<file path="src/sv/atcd_pkg.sv">
// ----------------------------------------------------------------------------
// atcd_pkg: ARMv4T instruction class decoder package
// Class codes and the ARM and Thumb opcode classification functions.
// ----------------------------------------------------------------------------
package atcd_pkg;

    localparam int WORD_W  = 32;
    localparam int CLASS_W = 6;

    typedef logic [CLASS_W-1:0] class_t;
    typedef logic [WORD_W-1:0]  word_t;

    localparam class_t CLS_BX      = 6'd0;
    localparam class_t CLS_B       = 6'd1;
    localparam class_t CLS_BL      = 6'd2;
    localparam class_t CLS_DP0     = 6'd3;
    localparam class_t CLS_MRS     = 6'd19;
    localparam class_t CLS_MSR     = 6'd20;
    localparam class_t CLS_MUL     = 6'd21;
    localparam class_t CLS_MULL    = 6'd22;
    localparam class_t CLS_SDT     = 6'd23;
    localparam class_t CLS_HWT     = 6'd24;
    localparam class_t CLS_BDT     = 6'd25;
    localparam class_t CLS_SWP     = 6'd26;
    localparam class_t CLS_SWI     = 6'd27;
    localparam class_t CLS_UND     = 6'd28;
    localparam class_t CLS_T_FIRST = 6'd29;
    localparam class_t CLS_T_UND   = 6'd48;

    typedef logic [4:0] tfmt_t;
    localparam tfmt_t TFMT_NONE = 5'd0;

    function automatic class_t arm_class(input word_t w);
        logic [11:0] k;
        logic        imm;
        logic        rg;
        logic        test_no_s;
        class_t      c;
        k         = {w[27:20], w[7:4]};
        imm       = (k & 12'he00) == 12'h200;
        rg        = ((k & 12'he00) == 12'h000) && ((k & 12'h009) != 12'h009);
        test_no_s = (k & 12'h190) == 12'h100;
        if (k == 12'h121)
            c = CLS_BX;
        else if ((k & 12'he00) == 12'ha00)
            c = k[8] ? CLS_BL : CLS_B;
        else if (!test_no_s && (imm || rg))
            c = CLS_DP0 + {2'b00, k[8:5]};
        else if ((k & 12'hfbf) == 12'h100)
            c = CLS_MRS;
        else if (((k & 12'hfb0) == 12'h320) || ((k & 12'hfbf) == 12'h120))
            c = CLS_MSR;
        else if ((k & 12'hfcf) == 12'h009)
            c = CLS_MUL;
        else if ((k & 12'hf8f) == 12'h089)
            c = CLS_MULL;
        else if (((k & 12'hc00) == 12'h400) && ((k & 12'he01) != 12'h601))
            c = CLS_SDT;
        else if (((k & 12'he09) == 12'h009) && ((k & 12'he0f) != 12'h009))
            c = CLS_HWT;
        else if ((k & 12'he00) == 12'h800)
            c = CLS_BDT;
        else if ((k & 12'hfbf) == 12'h109)
            c = CLS_SWP;
        else if ((k & 12'hf00) == 12'hf00)
            c = CLS_SWI;
        else
            c = CLS_UND;
        return c;
    endfunction

    function automatic tfmt_t thumb_format(input word_t w);
        logic [9:0] k;
        logic       is_bx;
        logic       bad;
        tfmt_t      f;
        k     = w[15:6];
        is_bx = (k & 10'h00c) == 10'h00c;
        bad   = is_bx ? (k[1] != 1'b0) : (k[1:0] == 2'b00);
        if ((k & 10'h3e0) == 10'h060)      f = 5'd2;
        else if ((k & 10'h380) == 10'h000) f = 5'd1;
        else if ((k & 10'h380) == 10'h080) f = 5'd3;
        else if ((k & 10'h3f0) == 10'h100) f = 5'd4;
        else if ((k & 10'h3f0) == 10'h110) f = bad ? TFMT_NONE : 5'd5;
        else if ((k & 10'h3e0) == 10'h120) f = 5'd6;
        else if ((k & 10'h3c8) == 10'h140) f = 5'd7;
        else if ((k & 10'h3c8) == 10'h148) f = 5'd8;
        else if ((k & 10'h380) == 10'h180) f = 5'd9;
        else if ((k & 10'h3c0) == 10'h200) f = 5'd10;
        else if ((k & 10'h3c0) == 10'h240) f = 5'd11;
        else if ((k & 10'h3c0) == 10'h280) f = 5'd12;
        else if ((k & 10'h3fc) == 10'h2c0) f = 5'd13;
        else if ((k & 10'h3d8) == 10'h2d0) f = 5'd14;
        else if ((k & 10'h3c0) == 10'h300) f = 5'd15;
        else if ((k & 10'h3fc) == 10'h37c) f = 5'd17;
        else if ((k & 10'h3fc) == 10'h378) f = TFMT_NONE;
        else if ((k & 10'h3c0) == 10'h340) f = 5'd16;
        else if ((k & 10'h3e0) == 10'h380) f = 5'd18;
        else if ((k & 10'h3c0) == 10'h3c0) f = 5'd19;
        else                               f = TFMT_NONE;
        return f;
    endfunction

    function automatic class_t thumb_class(input word_t w);
        tfmt_t f;
        f = thumb_format(w);
        return (f == TFMT_NONE) ? CLS_T_UND : (CLS_T_FIRST + {1'b0, f} - 6'd1);
    endfunction

endpackage

</file>
<file path="src/sv/atcd_if.sv">
// ----------------------------------------------------------------------------
// atcd_if: decoder channel interfaces
// Valid/ready channels for fetched words in and decoded items out.
// ----------------------------------------------------------------------------
interface atcd_in_if;
    logic                valid;
    logic                ready;
    logic                in_decode_stage;
    logic                thumb_mode;
    atcd_pkg::word_t     instruction_word;

    modport source (output valid, output in_decode_stage, output thumb_mode,
                    output instruction_word, input ready);
    modport sink   (input valid, input in_decode_stage, input thumb_mode,
                    input instruction_word, output ready);
endinterface

interface atcd_out_if;
    logic                valid;
    logic                ready;
    atcd_pkg::word_t     decoded_word;
    logic                decoded_thumb;
    atcd_pkg::class_t    instr_class;

    modport source (output valid, output decoded_word, output decoded_thumb,
                    output instr_class, input ready);
    modport sink   (input valid, input decoded_word, input decoded_thumb,
                    input instr_class, output ready);
endinterface

</file>
<file path="src/sv/arm_thumb_instruction_class_decoder_top.sv">
// ----------------------------------------------------------------------------
// arm_thumb_instruction_class_decoder_top: ARMv4T instruction class decoder
// Classifies ARM and Thumb words into class numbers, one item per cycle while out_ch is not stalled.
// ----------------------------------------------------------------------------
//  channel  | dir | payload                                       | handshake
//  in_ch    | in  | in_decode_stage, thumb_mode, instruction_word | valid/ready
//  out_ch   | out | decoded_word, decoded_thumb, instr_class      | valid/ready
//
//  One item per cycle while out_ch is not stalled; a taken item goes through
//  the input register, then the result register after the class decode,
//  and shows on out_ch from the result register.
//  Items with in_decode_stage clear are taken and give no result.
//  rst_n clears both valid stages at once.
//  A stalled output holds its item; the input register keeps taking items
//  until both stages are full.
// ----------------------------------------------------------------------------
module arm_thumb_instruction_class_decoder_top
(
    input  logic        clk,
    input  logic        rst_n,
    atcd_in_if.sink     in_ch,
    atcd_out_if.source  out_ch
);

    logic               s1_valid_reg;
    logic               s1_valid_next;
    logic               s1_thumb_reg;
    atcd_pkg::word_t    s1_word_reg;

    logic               out_valid_reg;
    logic               out_valid_next;
    logic               out_thumb_reg;
    atcd_pkg::word_t    out_word_reg;
    atcd_pkg::class_t   out_class_reg;

    logic               s2_load;
    logic               s1_load;
    atcd_pkg::class_t   s1_class;

    assign s2_load = !out_valid_reg || out_ch.ready;
    assign s1_load = !s1_valid_reg || s2_load;

    assign s1_class = s1_thumb_reg ? atcd_pkg::thumb_class(s1_word_reg)
                                   : atcd_pkg::arm_class(s1_word_reg);

    always_comb
    begin
        s1_valid_next  = s1_valid_reg;
        out_valid_next = out_valid_reg;
        if (s1_load)
        begin
            s1_valid_next = in_ch.valid && in_ch.in_decode_stage;
        end
        if (s2_load)
        begin
            out_valid_next = s1_valid_reg;
        end
    end

    always_ff @(posedge clk or negedge rst_n)
    begin
        if (!rst_n)
        begin
            s1_valid_reg  <= 1'b0;
            out_valid_reg <= 1'b0;
        end
        else
        begin
            s1_valid_reg  <= s1_valid_next;
            out_valid_reg <= out_valid_next;
        end
    end

    always_ff @(posedge clk)
    begin
        if (s1_load)
        begin
            s1_thumb_reg <= in_ch.thumb_mode;
            s1_word_reg  <= in_ch.instruction_word;
        end
        if (s2_load && s1_valid_reg)
        begin
            out_thumb_reg <= s1_thumb_reg;
            out_word_reg  <= s1_word_reg;
            out_class_reg <= s1_class;
        end
    end

    assign in_ch.ready          = s1_load;
    assign out_ch.valid         = out_valid_reg;
    assign out_ch.decoded_word  = out_word_reg;
    assign out_ch.decoded_thumb = out_thumb_reg;
    assign out_ch.instr_class   = out_class_reg;

endmodule

</file>
<file path="src/flat_wrapper.sv">
// flat-port wrapper written by rule: the top's interface ports become plain ports
module arm_thumb_instruction_class_decoder_top_flat 
  (clk, rst_n, in_ch_valid, in_ch_in_decode_stage, in_ch_thumb_mode, in_ch_instruction_word, in_ch_ready, out_ch_valid, out_ch_decoded_word, out_ch_decoded_thumb, out_ch_instr_class, out_ch_ready);
  atcd_in_if in_ch_i ();
  atcd_out_if out_ch_i ();
  input  logic clk;
  input  logic rst_n;
  input wire logic [$bits(in_ch_i.valid)-1:0] in_ch_valid;
  input wire logic [$bits(in_ch_i.in_decode_stage)-1:0] in_ch_in_decode_stage;
  input wire logic [$bits(in_ch_i.thumb_mode)-1:0] in_ch_thumb_mode;
  input wire logic [$bits(in_ch_i.instruction_word)-1:0] in_ch_instruction_word;
  output wire logic [$bits(in_ch_i.ready)-1:0] in_ch_ready;
  output wire logic [$bits(out_ch_i.valid)-1:0] out_ch_valid;
  output wire logic [$bits(out_ch_i.decoded_word)-1:0] out_ch_decoded_word;
  output wire logic [$bits(out_ch_i.decoded_thumb)-1:0] out_ch_decoded_thumb;
  output wire logic [$bits(out_ch_i.instr_class)-1:0] out_ch_instr_class;
  input wire logic [$bits(out_ch_i.ready)-1:0] out_ch_ready;
  assign in_ch_i.valid = in_ch_valid;
  assign in_ch_i.in_decode_stage = in_ch_in_decode_stage;
  assign in_ch_i.thumb_mode = in_ch_thumb_mode;
  assign in_ch_i.instruction_word = in_ch_instruction_word;
  assign in_ch_ready = in_ch_i.ready;
  assign out_ch_valid = out_ch_i.valid;
  assign out_ch_decoded_word = out_ch_i.decoded_word;
  assign out_ch_decoded_thumb = out_ch_i.decoded_thumb;
  assign out_ch_instr_class = out_ch_i.instr_class;
  assign out_ch_i.ready = out_ch_ready;
  arm_thumb_instruction_class_decoder_top u_core (.clk(clk), .rst_n(rst_n), .in_ch(in_ch_i), .out_ch(out_ch_i));
endmodule
</file>
<file path="config.mk">
export PLATFORM = sky130hd
export DESIGN_NAME = arm_thumb_instruction_class_decoder_top_flat
export DESIGN_NICKNAME = d
export VERILOG_FILES = /design/src/sv/atcd_pkg.sv /design/src/sv/atcd_if.sv /design/src/sv/arm_thumb_instruction_class_decoder_top.sv /design/src/flat_wrapper.sv
export SDC_FILE = /design/constraint.sdc
export NUM_CORES = 1
export LEC_CHECK = 0
export ABC_AREA = 1
export BUFFER_PORTS_ARGS = -buffer_cell sky130_fd_sc_hd__buf_4
export CAP_MARGIN = 20
export CORE_MARGIN = 3
export CORE_UTILIZATION = 55
export DETAILED_ROUTE_END_ITERATION = 8
export PLACE_DENSITY = 0.82
export SYNTH_ARGS = -nofsm -noshare
export SYNTH_HDL_FRONTEND = slang
export SYNTH_SLANG_ARGS = --single-unit
</file>
<file path="constraint.sdc">
create_clock -name clk -period 6.5 [get_ports clk]
set_input_delay 1.3 -clock clk [delete_from_list [all_inputs] [get_ports clk]]
set_output_delay 1.3 -clock clk [all_outputs]
set_load 0.01 [all_outputs]
</file>
==> results of run 1 <==
==> path summary, 6_finish.rpt <==
| kind | cells after the start | endpoint | start |
|---|---|---|---|
| worst max-delay path | 4 | in_ch_ready | out_ch_ready |
| worst min-delay path | 0 | u_core.out_ch.decoded_word[29] | u_core.s1_word_reg[29] |
| worst max register to register | 14 | u_core.out_ch.instr_class[2] | u_core.s1_word_reg[14] |
| worst min register to register | 0 | u_core.out_ch.decoded_word[29] | u_core.s1_word_reg[29] |
| max in group asynchronous | 1 | u_core.out_ch.valid | rst_n |
| min in group asynchronous | 1 | u_core.s1_valid_reg | rst_n |
==> power by group <==
group / total, mW / leakage, nW / switching, mW / internal [mW]
clock: 0.323 / 0.0859 / 0.163 / 0.160
sequential: 0.590 / 0.735 / 0.0229 / 0.567
combinational: 0.132 / 0.900 / 0.0726 / 0.0598
==> kinds of logic after synthesis <==
group / share of synthesized area [%]
buffers and inverters: 4.67
XOR/XNOR: 0.846
flip-flops: 71.2
AO/OA/AOI/OAI: 3.50
AND/OR/NAND/NOR: 18.6
adder cells (fa/ha/maj): 1.21
==> metrics by stage <==
| step | std cells | power (mW) |
|---|---|---|
| 6_report | 423 | 1.05 |
| 4_1_cts | 423 | 1.05 |
| 3_3_place_gp | 407 | 0.727 |
| 2_1_floorplan | 260 | 0.668 |
| 5_1_grt | 423 | 1.09 |
| 3_5_place_dp | 407 | 0.732 |
==> cells in the mapped netlist <==
cell type	number
a211oi_2	1
a21o_1	1
a21oi_1	5
a21oi_2	1
and2_1	1
buf_2	2
dfrtp_1	2
edfxtp_1	72
ha_1	3
inv_1	32
inv_2	4
nand2_1	50
nand2_2	4
nand3_1	13
nand3_2	1
nand3b_1	1
nand4_1	7
nand4_2	1
nor2_1	24
nor2_2	7
nor3_1	12
nor3_2	2
o211ai_1	1
o21a_1	1
o21ai_0	4
o21ai_1	4
or2_2	1
xnor2_1	1
xor2_1	2
==> worst max-delay path: cells and delay by family <==
kind | cells | cell delay (ns)
buffers and inverters | 3 | 0.65
and+or+nand+nor | 1 | 0.68
==> layout make-up <==
| type | instances | area (um2) |
|---|---|---|
| multi-input combinational | 148 | 767 |
| fill | 365 | 1290 |
| inverter | 36 | 135 |
| tap | 70 | 87.6 |
| timing repair buffer | 79 | 593 |
| clock buffer | 13 | 159 |
| sequential | 74 | 2210 |
| clock inverter | 3 | 23.8 |
==> layer usage <==
metal / GRT usage [%] / vias to the layer above / part of all wire (%)
met4: 7.94 / 0 / 1.4
met2: 34.3 / 115 / 50
li1: - / 1067 / -
met5: 0 / - / 0
met1: 24.6 / 998 / 37
met3: 9.31 / 11 / 11
==> impl_metrics.yaml, run 1 <==
status:
  outcome: "finished, final reports clean"
power:
  peakVddDrop_mv: 0.196
  powerDensity_nw_per_um2: 263
  p_leak_nw: 1.72
clock_tree:
  clock-root-buffer: "clkbuf_8"
  cts_sinks: 74
  cts-resized-gates: 0
  htreeDepth: 3
  cts.path.max_buffers: 2
  numCtsBuffers: 9
  path_clk_slew_ns: 0.07
  cts_hold_buf: 0
  clk_latency_ns: 0.36
  cts_tree: "done"
  cts_setup_buffers: 0
finish:
  final_cell_mix: "buf_4 (79), edfxtp_1 (72), nand2_1 (50), inv_1 (32), nor2_1 (24)"
  diodes: 0
  syn_to_final_growth_pct: 28.0
  fin_nets: 389
  utilization_pct: 75.5
  layout_commonest_cell: "buf_4"
  drive_gt1_share_pct: 33.1
  postLayoutCellArea_um2: 3980
flow_run:
  cap_viol_max_count: 0
synthesis:
  synth.distinct_cells: 29
  postSynthCellCount: 260
  synthesis.area_um2: 3110
  synth_area_leader_cell: "edfxtp_1"
  syn_nets: 301
  synth_area_leaders: "edfxtp_1 (70%), nand2_1 (6.0%), inv_1 (3.9%)"
  synth_area_per_cell_um2: 12.0
  synth_seq_cells: 74
  synth_top_area_share_pct: 69.6
  yosys_warnings: 0
  seq_area_frac_synth_pct: 71.2
detailed_routing:
  dr_total_vias: 2191
  drt_wl_total_um: 6130
  dr.pass1.iters: 4
  viasPerCell: 5.18
  ant_nets: 0
  drc: 0
  dr.first_iter.drc_count: 134
  routedWlPerCell_um: 14.5
sta:
  maxClockFrequency_mhz: 254
  setup_tns_ns: 0
  final_max_slew_viol_count: 0
  setup_viol: 0
  rsz0062_at_grt: "no"
  tightestPinTransition_ns: 0.866
  period_minus_slack_ns: 3.94
  finalWorstSetupSlack_ns: 2.56
  hold_viol_final: 0
  relSlewSlack_pct: 42.2
  final.setup_skew_ns: 0.0150
  fin_crit_sh_pct: 60.6
  fin_hold_ws_ns: 0.420
placement:
  pre_cts_slack_ns: 2.54
  place_congestion: 0.959
  dpl.hpwl_um: 4410
  placed_area_um2: 3790
  portBuffers: 78
critical_path:
  slowest_stage: "nand3_2"
  critPathLaunchType: "primary input"
  r2r_setup_slack_ns: 4.37
  cp_common_cell: "buf_4"
  path_max_fanout: 35
  crit_arrival_ns: 2.64
  path_cells: "buf_4 -> inv_1 -> nand3_2 -> buf_4"
  end_kind: "primary output"
  max_stage_delay_ns: 0.68
  path_class: "in -> out"
  required_ns: 5.20
global_route:
  grt.total_usage_pct: 21.1
  antenna_found_initial: 0
  grt_pass1_wl_um: 10000
  grt_pass1_vias: 2159
  gr-total-overflow: 0
  grt_start_max_net_pins: 40
floorplan:
  core_area_um2: 5270
  dieArea_um2: 6590
  start_util_pct: 59.0
  fp.dieW_um: 81.2
  pin_count: 79
  die_h_um: 81.2
  row_count: 26
worst_hold_path:
  hp-class: "reg -> reg"
(Power assumes the default switching activity.)
==> run 2, diff against run 1 <==
CORE_UTILIZATION = 47   (was 55)
PLACE_DENSITY = 0.75   (was 0.82)
clock period = 3.3 ns   (was 6.5 ns; I/O delays follow)
==> impl_metrics.yaml, run 2 (synthesis gave the netlist of run 1 again) <==
status:
  outcome: "finished, final reports clean"
sta:
  fin_hold_ws_ns: 0.0789
  final_max_slew_viol_count: 0
  setup_viol: 0
  final.setup_skew_ns: 0.00564
  rsz0062_at_grt: "no"
  hold_viol_final: 0
  fin_crit_sh_pct: 61.4
  relSlewSlack_pct: 55.1
  period_minus_slack_ns: 2.03
  tightestPinTransition_ns: 0.672
  setup_tns_ns: 0
  finalWorstSetupSlack_ns: 1.27
  maxClockFrequency_mhz: 493
finish:
  final_cells: 431
  layout_commonest_cell: "buf_4"
  nFillCells: 498
  fin_nets: 390
  syn_to_final_growth_pct: 30.8
  drive_gt1_share_pct: 33.6
  diodes: 0
  postLayoutCellArea_um2: 4060
  utilization_pct: 63.6
  seq_area_um2: 2210
  multiInputGateArea_um2: 767
  final_cell_mix: "buf_4 (79), edfxtp_1 (72), nand2_1 (50), inv_1 (32), nor2_1 (24)"
power:
  peakVddDrop_mv: 0.402
  powerDensity_nw_per_um2: 557
  p_leak_nw: 1.76
  finalPower_mw: 2.26
placement:
  place_congestion: 0.976
  pre_cts_slack_ns: 1.28
  dpl.hpwl_um: 4300
  placed_area_um2: 3820
  portBuffers: 78
  post-place-cells: 415
critical_path:
  end_kind: "flop"
  cp_num_cells: 13
  path_max_fanout: 9
  crit_arrival_ns: 2.13
  critPathTopFamily: "simple AND/OR/NAND/NOR gates"
  path_cells: "nand2_2 -> nor2_1 -> nand2_1 -> inv_1 -> nor3_2 -> nand2_1 -> nand2_1 -> ha_1 -> nand2_1 -> nor2_2 -> nand2_2 -> nand3_1 -> nand2_1"
  max_stage_delay_ns: 0.52
  path_class: "reg -> reg"
  r2r.worst_path.cells: 13
  critPathLaunchType: "flop"
  required_ns: 3.40
  cp_num_buf_inv: 1
  cp_common_cell: "nand2_1"
  slowest_stage: "edfxtp_1"
floorplan:
  start_util_pct: 48.7
  core_area_um2: 6390
  die_h_um: 87.3
  row_count: 29
  fp.dieW_um: 87.3
  pin_count: 79
  dieArea_um2: 7620
global_route:
  grt_start_max_net_pins: 35
  grt_pass1_wl_um: 9430
  gr-total-overflow: 0
  antenna_found_initial: 0
  grt_pass1_vias: 2126
  grt.total_usage_pct: 16.6
worst_hold_path:
  hp-class: "in -> async"
clock_tree:
  clk_latency_ns: 0.35
  numCtsBuffers: 9
  cts_hold_buf: 0
  cts-resized-gates: 0
  path_clk_slew_ns: 0.08
  clock-root-buffer: "clkbuf_8"
  cts.path.max_buffers: 2
  cts_setup_buffers: 0
  cts_sinks: 74
  htreeDepth: 3
  cts_tree: "done"
detailed_routing:
  dr.pass1.iters: 4
  dr_total_vias: 2161
  routedWlPerCell_um: 13.6
  drt_wl_total_um: 5840
  dr.first_iter.drc_count: 119
  viasPerCell: 5.01
  ant_nets: 0
  drc: 0
flow_run:
  cap_viol_max_count: 0
run 2: cell types whose count changed in the layout (fill, tap and decap cells not counted):
| cell | before | now |
|---|---|---|
| bufinv_16 | 0 | 3 |
| clkbuf_8 | 11 | 9 |
| clkinvlp_4 | 2 | 0 |
| buf_12 | 0 | 1 |
| clkbuf_1 | 2 | 1 |
| clkinv_2 | 0 | 1 |
| inv_6 | 0 | 1 |
run 2: worst paths after layout:
kind / start / end / slack, ns
min in group clk: u_core.s1_word_reg[19] / u_core.out_ch.decoded_word[19] / 0.42
worst max register to register: u_core.s1_word_reg[15] / u_core.out_ch.instr_class[2] / 1.27
max in group asynchronous: rst_n / u_core.out_ch.valid / 3.14
worst min register to register: u_core.s1_word_reg[19] / u_core.out_ch.decoded_word[19] / 0.42
worst max-delay path: u_core.s1_word_reg[15] / u_core.out_ch.instr_class[2] / 1.27
worst min-delay path: rst_n / u_core.s1_valid_reg / 0.08
run 2: cell type report:
class / instances / area share [%]
flip-flops and latches: 74 / 54.4
multi-input cells: 148 / 18.9
clock buffers: 10 / 3.14
inverters: 36 / 3.33
clock inverters: 6 / 2.77
repair buffers: 80 / 15.1
well taps: 77 / 2.37
run 2: report_power, final:
| group | total (mW) | internal [mW] | switching [mW] |
|---|---|---|---|
| Sequential | 1.16 | 1.12 | 0.0427 |
| Clock | 0.841 | 0.505 | 0.336 |
| Combinational | 0.264 | 0.121 | 0.143 |
run 2: metal layers:
layer	vias to the layer above	routed length [um]	track usage [%]
met3	13	565	6.62
met2	90	2810	25.9
met5	-	0	0
met4	0	148	9.34
met1	985	2320	19.6
li1	1073	-	-
run 2: worst register-to-register path, cell delays in order (launching register included):
cell	delay, ns
edfxtp_1	0.52
nand2_2	0.14
nor2_1	0.06
nand2_1	0.08
inv_1	0.05
nor3_2	0.19
nand2_1	0.09
nand2_1	0.11
ha_1	0.15
nand2_1	0.06
nor2_2	0.12
nand2_2	0.08
nand3_1	0.07
nand2_1	0.06
